--- config.mk ---
export PLATFORM = sky130hd
export DESIGN_NAME = madt_entry_parser_top
export DESIGN_NICKNAME = d
export VERILOG_FILES = /design/src/hdl/madt_pkg.sv /design/src/hdl/madt_entry_parser_top.sv
export SDC_FILE = /design/constraint.sdc
export NUM_CORES = 1
export LEC_CHECK = 0
export ABC_AREA = 1
export ABC_CLOCK_PERIOD_IN_PS = 12900
export BUFFER_PORTS_ARGS = -buffer_cell sky130_fd_sc_hd__buf_4
export CAP_MARGIN = 20
export CORE_UTILIZATION = 50
export CTS_CLUSTER_DIAMETER = 60
export DETAILED_ROUTE_END_ITERATION = 10
export PLACE_DENSITY = 0.63
export RECOVER_POWER = 25
export SYNTH_ARGS = -nofsm -noshare
export SYNTH_HDL_FRONTEND = slang
export SYNTH_SLANG_ARGS = --single-unit
--- constraint.sdc ---
create_clock -name i_clk -period 12.9 [get_ports i_clk]
set_clock_uncertainty 0.2 [all_clocks]
set_input_delay 0.645 -clock i_clk [delete_from_list [all_inputs] [get_ports i_clk]]
set_output_delay 0.645 -clock i_clk [all_outputs]
set_load 0.02 [all_outputs]
--- src/hdl/madt_pkg.sv ---
// Shared types and constants for the MADT entry parser.
// Standalone package; used by madt_entry_parser_top.
package madt_pkg;

    localparam logic [31:0] HDR_END      = 32'd44;
    localparam logic [31:0] LEN_MIN_IDX  = 32'd8;
    localparam logic [7:0]  REC_MIN_LEN  = 8'd2;

    localparam logic        KIND_BYTE    = 1'b0;
    localparam logic        KIND_QUERY   = 1'b1;

    localparam logic [7:0]  REC_LAPIC    = 8'd0;
    localparam logic [7:0]  REC_IOAPIC   = 8'd1;
    localparam logic [7:0]  REC_LAPIC_OV = 8'd5;

    localparam logic [7:0]  OFF_TYPE     = 8'd0;
    localparam logic [7:0]  OFF_LEN      = 8'd1;
    localparam logic [7:0]  OFF_ID       = 8'd3;
    localparam logic [7:0]  OFF_FLD_LO   = 8'd4;
    localparam logic [7:0]  OFF_FLD_HI   = 8'd11;

    typedef enum logic [1:0] {
        ST_COMPLETE   = 2'd0,
        ST_BAD_RECORD = 2'd1,
        ST_TOO_SHORT  = 2'd2
    } t_status;

endpackage

--- src/hdl/madt_entry_parser_top.sv ---
// MADT entry parser: one word per cycle, result in the cycle after acceptance.
// Throughput 1 word per cycle while o_valid is taken or empty.
// Id store is a registered-read memory, written at the record end, read by queries.
// Reset (i_rst_n low, synchronous) clears counters, bases and the result slot;
// id store contents stay undefined until written. Depends on madt_pkg.
module madt_entry_parser_top #(
    parameter int MAX_CPUS = 16
) (
    input  logic        i_clk,
    input  logic        i_rst_n,
    input  logic        i_valid,
    output logic        o_ready,
    input  logic        i_kind,
    input  logic [7:0]  i_table_byte,
    input  logic [7:0]  i_cpu_index,
    output logic        o_valid,
    input  logic        i_ready,
    output logic        o_result_kind,
    output logic [4:0]  o_cpu_count,
    output logic [63:0] o_local_base,
    output logic [31:0] o_io_base,
    output logic [31:0] o_irq_base,
    output logic [1:0]  o_parse_status,
    output logic [7:0]  o_apic_id
);
    import madt_pkg::*;

    localparam int CW = $clog2(MAX_CPUS + 1);
    localparam int IW = (MAX_CPUS > 1) ? $clog2(MAX_CPUS) : 1;

    logic [31:0]   r_byte_count,   n_byte_count;
    logic [31:0]   r_table_length, n_table_length;
    logic [7:0]    r_rec_offset,   n_rec_offset;
    logic [7:0]    r_rec_type,     n_rec_type;
    logic [7:0]    r_rec_length,   n_rec_length;
    logic [63:0]   r_field_shift,  n_field_shift;
    logic [7:0]    r_rec_id,       n_rec_id;
    logic          r_stopped,      n_stopped;
    logic [CW-1:0] r_found_count,  n_found_count;
    logic [63:0]   r_local_base,   n_local_base;
    logic [31:0]   r_io_base,      n_io_base;
    logic [31:0]   r_irq_base,     n_irq_base;

    logic          r_out_valid;
    logic          r_out_kind;
    logic [4:0]    r_out_count;
    logic [63:0]   r_out_local;
    logic [31:0]   r_out_io;
    logic [31:0]   r_out_irq;
    t_status       r_out_status;
    logic          r_out_hit;
    logic [7:0]    r_rd_data;

    logic [7:0]    id_mem [MAX_CPUS];

    logic          accept;
    logic          fresh;
    logic          summary;
    logic          wr_en;
    logic [IW-1:0] wr_idx;
    logic [7:0]    wr_data;
    logic          query_hit;
    logic [31:0]   cnt;
    logic [32:0]   rec_end;
    logic          rec_bad;
    logic          rec_done;
    logic [CW-1:0] sum_count;
    logic [CW-1:0] qry_count;
    t_status       sum_status;

    assign accept  = i_valid && o_ready;
    assign o_ready = !r_out_valid || i_ready;
    assign fresh   = (r_byte_count == 32'd0);
    assign query_hit = (9'(i_cpu_index) < 9'(r_found_count));

    always_comb begin
        n_byte_count   = r_byte_count;
        n_table_length = fresh ? '0 : r_table_length;
        n_rec_offset   = fresh ? '0 : r_rec_offset;
        n_rec_type     = fresh ? '0 : r_rec_type;
        n_rec_length   = fresh ? '0 : r_rec_length;
        n_field_shift  = fresh ? '0 : r_field_shift;
        n_rec_id       = fresh ? '0 : r_rec_id;
        n_stopped      = fresh ? 1'b0 : r_stopped;
        n_found_count  = fresh ? '0 : r_found_count;
        n_local_base   = fresh ? '0 : r_local_base;
        n_io_base      = fresh ? '0 : r_io_base;
        n_irq_base     = fresh ? '0 : r_irq_base;
        wr_en    = 1'b0;
        wr_idx   = n_found_count[IW-1:0];
        wr_data  = '0;
        rec_end  = {1'b0, r_byte_count} - 33'd1 + 33'(i_table_byte);
        rec_bad  = (i_table_byte < REC_MIN_LEN) || (rec_end > {1'b0, r_table_length});
        rec_done = 1'b0;
        summary  = 1'b0;
        cnt      = r_byte_count + 32'd1;

        if (r_byte_count >= 32'd4 && r_byte_count <= 32'd7) begin
            n_table_length[{r_byte_count[1:0], 3'b000} +: 8] = i_table_byte;
        end else if (r_byte_count >= 32'd36 && r_byte_count <= 32'd39) begin
            n_local_base[{r_byte_count[1:0], 3'b000} +: 8] = i_table_byte;
        end else if (r_byte_count >= HDR_END && !n_stopped) begin
            if (n_rec_offset == OFF_TYPE) begin
                n_rec_type   = i_table_byte;
                n_rec_offset = n_rec_offset + 8'd1;
            end else begin
                if (n_rec_offset == OFF_LEN) begin
                    if (rec_bad) begin
                        n_stopped = 1'b1;
                    end else begin
                        n_rec_length = i_table_byte;
                    end
                end else if (n_rec_offset == OFF_ID) begin
                    n_rec_id = i_table_byte;
                end else if (n_rec_offset >= OFF_FLD_LO && n_rec_offset <= OFF_FLD_HI) begin
                    n_field_shift[{n_rec_offset[2:0] ^ 3'b100, 3'b000} +: 8] = i_table_byte;
                end
                if (!n_stopped) begin
                    if ((9'(n_rec_offset) + 9'd1) >= 9'(n_rec_length)) begin
                        rec_done = 1'b1;
                    end else begin
                        n_rec_offset = n_rec_offset + 8'd1;
                    end
                end
            end
        end

        if (rec_done) begin
            if (n_rec_type == REC_LAPIC) begin
                if (n_field_shift[0] && (32'(n_found_count) < 32'(MAX_CPUS))) begin
                    wr_en         = 1'b1;
                    wr_data       = n_rec_id;
                    n_found_count = n_found_count + CW'(1);
                end
            end else if (n_rec_type == REC_IOAPIC) begin
                if (n_io_base == 32'd0) begin
                    n_io_base  = n_field_shift[31:0];
                    n_irq_base = n_field_shift[63:32];
                end
            end else if (n_rec_type == REC_LAPIC_OV) begin
                n_local_base = n_field_shift;
            end
            n_rec_offset  = '0;
            n_rec_type    = '0;
            n_rec_length  = '0;
            n_field_shift = '0;
            n_rec_id      = '0;
        end

        if (cnt >= LEN_MIN_IDX && cnt >= n_table_length) begin
            summary      = 1'b1;
            n_byte_count = '0;
        end else begin
            n_byte_count = cnt;
        end
    end

    assign sum_count = (n_found_count == '0) ? CW'(1) : n_found_count;
    assign qry_count = (r_found_count == '0) ? CW'(1) : r_found_count;

    always_comb begin
        if (n_table_length < HDR_END) begin
            sum_status = ST_TOO_SHORT;
        end else if (n_stopped) begin
            sum_status = ST_BAD_RECORD;
        end else begin
            sum_status = ST_COMPLETE;
        end
    end

    always_ff @(posedge i_clk) begin
        if (!i_rst_n) begin
            r_byte_count   <= '0;
            r_table_length <= '0;
            r_rec_offset   <= '0;
            r_rec_type     <= '0;
            r_rec_length   <= '0;
            r_field_shift  <= '0;
            r_rec_id       <= '0;
            r_stopped      <= 1'b0;
            r_found_count  <= '0;
            r_local_base   <= '0;
            r_io_base      <= '0;
            r_irq_base     <= '0;
            r_out_valid    <= 1'b0;
        end else begin
            if (accept && i_kind == KIND_BYTE) begin
                r_byte_count   <= n_byte_count;
                r_table_length <= n_table_length;
                r_rec_offset   <= n_rec_offset;
                r_rec_type     <= n_rec_type;
                r_rec_length   <= n_rec_length;
                r_field_shift  <= n_field_shift;
                r_rec_id       <= n_rec_id;
                r_stopped      <= n_stopped;
                r_found_count  <= n_found_count;
                r_local_base   <= n_local_base;
                r_io_base      <= n_io_base;
                r_irq_base     <= n_irq_base;
            end
            if (accept) begin
                r_out_valid <= (i_kind == KIND_QUERY) || summary;
            end else if (i_ready) begin
                r_out_valid <= 1'b0;
            end
        end
    end

    always_ff @(posedge i_clk) begin
        if (accept) begin
            if (i_kind == KIND_QUERY) begin
                r_out_kind   <= KIND_QUERY;
                r_out_count  <= 5'(qry_count);
                r_out_local  <= r_local_base;
                r_out_io     <= r_io_base;
                r_out_irq    <= r_irq_base;
                r_out_status <= ST_COMPLETE;
                r_out_hit    <= query_hit;
            end else begin
                r_out_kind   <= KIND_BYTE;
                r_out_count  <= 5'(sum_count);
                r_out_local  <= n_local_base;
                r_out_io     <= n_io_base;
                r_out_irq    <= n_irq_base;
                r_out_status <= sum_status;
                r_out_hit    <= 1'b0;
            end
        end
    end

    always_ff @(posedge i_clk) begin
        if (accept && i_kind == KIND_BYTE && wr_en) begin
            id_mem[wr_idx] <= wr_data;
        end
        if (accept) begin
            r_rd_data <= id_mem[i_cpu_index[IW-1:0]];
        end
    end

    assign o_valid        = r_out_valid;
    assign o_result_kind  = r_out_kind;
    assign o_cpu_count    = r_out_count;
    assign o_local_base   = r_out_local;
    assign o_io_base      = r_out_io;
    assign o_irq_base     = r_out_irq;
    assign o_parse_status = r_out_status;
    assign o_apic_id      = r_out_hit ? r_rd_data : 8'd0;

    a_found_bound: assert property (@(posedge i_clk) disable iff (!i_rst_n)
        32'(r_found_count) <= 32'(MAX_CPUS))
        else $error("found count beyond CPU limit");

    a_hold_full: assert property (@(posedge i_clk) disable iff (!i_rst_n)
        (r_out_valid && !i_ready) |-> !o_ready)
        else $error("word accepted while result slot full");

    a_summary_rewind: assert property (@(posedge i_clk) disable iff (!i_rst_n)
        (accept && i_kind == KIND_BYTE && summary) |=> (r_byte_count == 32'd0))
        else $error("byte count not rewound after summary");

    a_query_keeps: assert property (@(posedge i_clk) disable iff (!i_rst_n)
        (accept && i_kind == KIND_QUERY) |=> $stable(r_byte_count))
        else $error("query disturbed the byte stream");

endmodule
* Word-level counts from Yosys, hierarchy flattened *
Memories as Yosys holds them, arrays and structs flattened. A register that Yosys moved wholly into a read port is not among the register bits.
Cells that the tools add are included.

storage, ports and cells
  logic and storage cells = 187
  flip-flop bits (word level) = 432
  output and inout bits = 146
  memory bits (writable) = 128
  memories kept = 1
  bits of input ports = 21

memories
  memory  words  bits a word  rd ports  clocked after Yosys merged registers in  write ports  line                         RTL
  id_mem  16     8            1         1                                        1            madt_entry_parser_top.sv:54  logic [7:0] id_mem [MAX_CPUS];

cells by class
  bitwise gates (word level) = 2
  reduce and logical (&&, ||, !) cells = 22
  shifts and indexed selects = 6
  add/subtract/negate cells = 8
  equality and inequality tests = 4
  $lt $le $gt $ge = 15
  multiplexer cells = 108

operators with widths
  operator                number
  $mux 64                 17
  $mux 32                 15
  $mux 8                  38
  $bwmux 64               2
  $ge 32x6->1 const B     2
  $logic_not 32->1        2
  $shift 8x7->64 const A  1
  $shift 8x8->64 const A  1
  $shiftx 8x7->64         1
  $shiftx 8x8->64         1
  $mux 5                  7
  $add 33x8->33           1
  $gt 33x32->1            1
  $sub 32x1->33 const B   1
  $add 32x1->32 const B   1
  $bwmux 32               1
  $ge 32x3->1 const B     1
  $ge 32x32->1            1
  $ge 32x4->1 const B     1
  $le 32x3->1 const B     1
  $le 32x6->1 const B     1
  $lt 32x6->1 const B     1
  $shift 8x7->32 const A  1
  $shiftx 8x7->32         1
  other kinds (24)        65

* Depth between registers and ports, before layout *
  depth in word-level cells = 21
  mapped depth = 55
  gate-level depth less buffers = 51

* Worst setup path after synthesis *
OpenSTA, ideal clock, no wires.

  path type = flip-flop to flip-flop
  start = reg r_byte_count[0]
  end = mem id_mem[0][0] (enable)
  arrival time = 6.965 ns
  slack = 5.365 ns
  required time = 12.330 ns
  buffers on the path = 3
  library setup time = 0.370 ns
  stages on the path, launching flop included = 52
  period minus slack after synthesis = 7.535 ns
  cells stage by stage = dfxtp_1 inv_1 buf_1 ha_1 inv_1 ha_1 inv_1 fa_1 o21ai_0 a21o_1 a21oi_1 o21bai_1 a21oi_1 inv_1 a21oi_1 o31ai_1 nand2_1 nand2_1 (+16 left out) clkbuf_1 nand2_1 o21ai_0 ha_1 nand2_1 o221a_2 o21ai_0 nand2_1 nand3b_1 nor2_1 nor2_1 nand3_1 buf_4 nor2_1 inv_2 nor2_4 nand2_2 nor2_1

on the way
  word-level cells in the longest chain between the ends = 21
  elaborated cells between the ends (all ways) = 71
  those cells by class = 4 x add/sub; 10 x order compare; 2 x eq/ne; 2 x shift; 41 x mux; 1 x bitwise; 11 x reduce/logical

ends and longest elaborated chain
  element                       line                          RTL
  start: declaration            madt_entry_parser_top.sv:31   logic [31:0] r_byte_count, n_byte_count;
  start signal: assignment      madt_entry_parser_top.sv:188  r_byte_count <= n_byte_count;
  $sub 32x1->33                 madt_entry_parser_top.sv:92   rec_end = {1'b0, r_byte_count} - 33'd1 + 33'(i_table_byte);
  $add 33x8->33                 madt_entry_parser_top.sv:92
  $gt 33x32->1                  madt_entry_parser_top.sv:93   rec_bad = (i_table_byte < REC_MIN_LEN) || (rec_end > {1'b0, r_table_length});
  $logic_or 1x1->1              madt_entry_parser_top.sv:93
  $mux 8                        madt_entry_parser_top.sv:108  if (rec_bad) begin
  $mux 8                        madt_entry_parser_top.sv:107  if (n_rec_offset == OFF_LEN) begin
  $mux 8                        madt_entry_parser_top.sv:103  if (n_rec_offset == OFF_TYPE) begin
  $mux 8                        madt_entry_parser_top.sv:102  end else if (r_byte_count >= HDR_END && !n_stopped) begin
  (+5 left out)                 --
  $mux 1                        madt_entry_parser_top.sv:103
  $mux 1                        madt_entry_parser_top.sv:102
  $mux 1                        madt_entry_parser_top.sv:100  end else if (r_byte_count >= 32'd36 && r_byte_count <= 32'd39) begin
  $mux 1                        madt_entry_parser_top.sv:98   if (r_byte_count >= 32'd4 && r_byte_count <= 32'd7) begin
  $mux 1                        madt_entry_parser_top.sv:128  if (rec_done) begin
  $logic_and 1x1->1             madt_entry_parser_top.sv:232  if (accept && i_kind == KIND_BYTE && wr_en) begin
  $mux 1                        madt_entry_parser_top.sv:232
  $mux 1 (implied by the code)  madt_entry_parser_top.sv:233  id_mem[wr_idx] <= wr_data;
  end: declaration              madt_entry_parser_top.sv:54

Several ways; a longest one is shown, not always the timed one. The select of a mux whose other input is x is not followed.

* Worst setup path after layout *
  start = reg r_byte_count[0]
  end = reg r_out_local[57], in the netlist o_local_base[57], data pin

on the way
  word-level cells in the longest chain between the ends = 19
  elaborated cells between the ends (all ways) = 76
  those cells by class = 5 x add/sub; 9 x order compare; 4 x eq/ne; 4 x shift; 44 x mux; 1 x bitwise; 9 x reduce/logical

ends and longest elaborated chain
  element                 line                          RTL
  $sub 32x1->33           madt_entry_parser_top.sv:92
  $add 33x8->33           madt_entry_parser_top.sv:92
  $gt 33x32->1            madt_entry_parser_top.sv:93
  $logic_or 1x1->1        madt_entry_parser_top.sv:93
  $mux 8                  madt_entry_parser_top.sv:108
  $mux 8                  madt_entry_parser_top.sv:107
  $mux 8                  madt_entry_parser_top.sv:103
  $mux 8                  madt_entry_parser_top.sv:102
  (+3 left out)           --
  $mux 1                  madt_entry_parser_top.sv:119  if ((9'(n_rec_offset) + 9'd1) >= 9'(n_rec_length)) begin
  $mux 1                  madt_entry_parser_top.sv:118  if (!n_stopped) begin
  $mux 1                  madt_entry_parser_top.sv:103
  $mux 1                  madt_entry_parser_top.sv:102
  $mux 1                  madt_entry_parser_top.sv:100
  $mux 1                  madt_entry_parser_top.sv:98
  $mux 64 (*)             madt_entry_parser_top.sv:128
  $mux 64 (*)             madt_entry_parser_top.sv:211  if (i_kind == KIND_QUERY) begin
  end signal: assignment  madt_entry_parser_top.sv:214  r_out_local <= r_local_base;
  end signal: assignment  madt_entry_parser_top.sv:222  r_out_local <= n_local_base;
  end: declaration        madt_entry_parser_top.sv:47   logic [63:0] r_out_local;

Mark *: on every way between the ends. The rest lies on a longest branch, timed or not. The select of a mux whose other input is x is not followed.
A chain may end at the register's enable or synchronous reset.

==> metrics list <==
- Status: complete, but fails checks
- Failing checks: capacitance limit, slew limit
* Cell at the slowest stage of the critical path: sky130_fd_sc_hd__nor2_4
* Finished Layout Cells: around 5400
- After clock tree synthesis, the clock-pin slew on the worst setup and hold paths is 0.07 ns.
- In this run the deepest clock path goes through 3 buffers.
- Static timing analysis puts the maximum clock frequency at 0.101 GHz.
- Final estimated routing congestion in global placement: 0.979
* Launch point of the worst reg-to-reg path: r_byte_count[0]
* Launch point of the worst hold path: i_valid
* CTS-repair resized insts: 0
* Global-route wire length before repair: roughly 160000 um
- For this run, the share of the core covered by cells in the final layout is 55.8%.
- Post-synthesis net count: 4592
- Standard cell area after detailed placement: 34800 um^2
* Number of library cell types mapped by synthesis: 59
- Final Critical Period: 9.92 ns
- Summing the sequential cell areas from Yosys gives roughly 42% of the chip area.
- Static leakage power: 15.6 nW
- Summed over all failing endpoints, the final setup total negative slack is 0 ns.
- Most common cell in the synthesized netlist: sky130_fd_sc_hd__nand2_1
- Power comes to 4.49 mW.
- The number of endpoints with negative hold slack in the final report is 0.
- GR Overflow Total: 0
- Worst Reg2Reg Path Length in Cells: 49
- Quantity of hold-fixing buffers added after cts: 0
* Maximum number of pins on one net before global-route repair: 158
* H-tree depth: 3
* Number of enable-type register cells in the synthesized netlist: 273
- Post-placement worst setup slack: a little over 3 ns
* Final Routed Wirelength: between 100000 and 150000 um
- Rows: 94
- In the routed design, unresolved DRC markers number 0.
- The number of clock buffers added by TritonCTS is 68.
- Max stage delay on crit path: between 0.7 and 0.8 ns
* Critical register-to-register path endpoint: o_local_base[57]
- Slew Viols, Final: 400
- Post-synth top flop: sky130_fd_sc_hd__dfxtp_1
- Compared with the post-synthesis result, the final layout area differs by 10.6%.
- Clock tree synthesis selected as its root buffer the cell sky130_fd_sc_hd__clkbuf_16.
- Startpoint-to-endpoint class of the critical path: reg -> reg
* Post-synth top cells: sky130_fd_sc_hd__nand2_1, sky130_fd_sc_hd__inv_1, sky130_fd_sc_hd__o21ai_0
* Number of maximum-capacitance violations: 6
- The core region is between 60000 and 70000 um^2.
- The first detailed-routing pass took 6 iterations.
* Ys Warns: 0
- STA classifies the critical path endpoint as a register.
* Worst-case register-to-register setup slack: 2.98 ns
- For this design the top-level I/O count stands at 167.
- Cell taking the most area after synthesis: sky130_fd_sc_hd__edfxtp_1
* Syn_area_per_cell: 7.54 um^2
- Fin nets: ~4600
* Most used cell, CP: sky130_fd_sc_hd__nand2_1
- Die Outline Area: 67400 um^2
- IR analysis of the VDD net gives a maximum drop of between 90 and 100 uV.
- Total power divided by cell area: ~120 nW/um^2
* Total GRT Usage: between 20 and 30%
* Clock tree from TritonCTS: done
- Area share of the largest cell type after synthesis: 24.7%
- After synthesis the netlist holds a flip-flop and latch count of roughly 570.
- The number of global-route vias before repair is 26747.
- Cell count after synthesis: 4404
- In this run the remaining antenna-violating nets after routing total 0.
- WHS Endpoint: o_valid
- Post-detailed-route wirelength per cell: 19.1 um
* Worst Tran Pin Value: approximately 4.7 ns
- Headroom to the max-slew limit came out at -212%.
* Min-delay worst type: in -> reg
* Asr flop ratio synth: 0%
- Most area-consuming cells after synthesis: sky130_fd_sc_hd__edfxtp_1, sky130_fd_sc_hd__dfxtp_1, sky130_fd_sc_hd__nand2_1, sky130_fd_sc_hd__inv_1, sky130_fd_sc_hd__ha_1
- Placed wire-length estimate after detailed placement: 71900 um
* Worst hold slack: 0.112 ns
- The worst hold path was traced through 3 stages.
* Die Y: 260 um
- After clock tree synthesis, the setup repair step added 0 buffers.
- Via/cell ratio: 5.54
- Setup repair after global routing missed its margin: no
- Cell area after synthesis: 33200 um^2
* Critical path peak fanout: 47
- The routed layout has just under 30000 vias.
* Final instance area: roughly 37000 um^2
- The clock net in this run drives a total of 568 sinks.
* Number of endpoints failing setup at the final stage: 0
- Antenna violations before repair: 2
* Initial Util: 50.5%
* Crit path launch type: register
- The worst path uses a little under 80% of the clock period.
- For this block, the initial DRC count from the detailed router was 3209.
* Post-Place Cells: approximately 5200
- Data arrival time of the critical path: 10.03 ns
- Critical Path RT: 13.01 ns
- Once routing completed, OpenROAD measured the worst setup slack at around 3.0 ns.
* Worst skew pair latency: 0.61 ns
- Number of buffer cells added on primary ports: ~170
- Die width: between 200 and 300 um
- Of the cells placed in the final design, the portion with a size suffix greater than 1 is 5.37%.
worst max-delay path by stage:
stage,endpoint,slack [ns],startpoint
floorplan,id_mem[0][0],5.37,r_byte_count[0]
global placement,r_rec_length[4],3.22,i_table_byte[1]
detailed placement,r_rec_length[4],3.06,i_table_byte[3]
CTS,r_rec_length[4],3.16,r_byte_count[0]
global route,o_local_base[30],2.14,r_byte_count[0]
finish,o_local_base[57],2.98,r_byte_count[0]
metal layers:
| layer | up-vias | track usage (%) | wire length [um] |
|---|---|---|---|
| li1 | 14654 | - | - |
| met1 | 13820 | 42.3 | 45500 |
| met2 | 1114 | 46.4 | 45200 |
| met3 | 166 | 4.54 | 8620 |
| met4 | 0 | 10.6 | 3370 |
| met5 | - | 0 | 0 |
sequential cells by signal, indices dropped and copies added (netlist names), 32 cells and up:
signal / count
o_local_base: 64
r_io_base: 32
id_mem: 128
r_local_base: 64
r_table_length: 32
o_irq_base: 32
r_byte_count: 32
o_io_base: 32
r_irq_base: 32
r_field_shift: 64
critical path: cells and delay by family, from the launching register on:
family          cells  cell delay [ns]
fa+ha+maj           5             1.50
xor+xnor            1             0.15
flops               1             0.61
compound gates     13             2.57
simple gates       23             2.94
buf+inv             7             1.61
cells in the final DEF (no fill, tap or decap), drive strengths merged, types with 12 or more instances in the layout:
cell and n:
mux2i 32, edfxtp 273, nand4 33, dfxtp 295
nor4 12, inv 658, o211ai 95, a31oi 57
nand2 974, nor3 46, nor2 322, o21a 16
a21oi 354, ha 166, clkinv 35, buf 55
clkbuf 238, nand3 238, o21ai 445, xor2 59
final cells by class:
class,count,area (um^2)
Fill cell,6396,29000
Multi-Input combinational cell,2937,15600
Sequential cell,568,14100
Inverter,666,2520
Clock buffer,85,1920
Tap cell,864,1080
Timing Repair Buffer,208,1030
Clock inverter,40,447
Antenna cell,2,5.00
logic make-up after synthesis:
| kind of cell | share of synthesized area (%) |
|---|---|
| AND/OR/NAND/NOR | 20.6 |
| AO/OA/AOI/OAI | 17.4 |
| buffers and inverters | 10.6 |
| flip-flops | 42.5 |
| adder cells (fa/ha/maj) | 6.32 |
| XOR/XNOR | 1.69 |
| multiplexers | 0.965 |
where the power goes:
| group | internal [mW] | total (mW) | switching [mW] |
|---|---|---|---|
| clock network | 1.23 | 2.03 | 0.800 |
| registers | 1.96 | 1.99 | 0.0334 |
| logic | 0.127 | 0.479 | 0.351 |
Power figures use the tool's default switching activity.
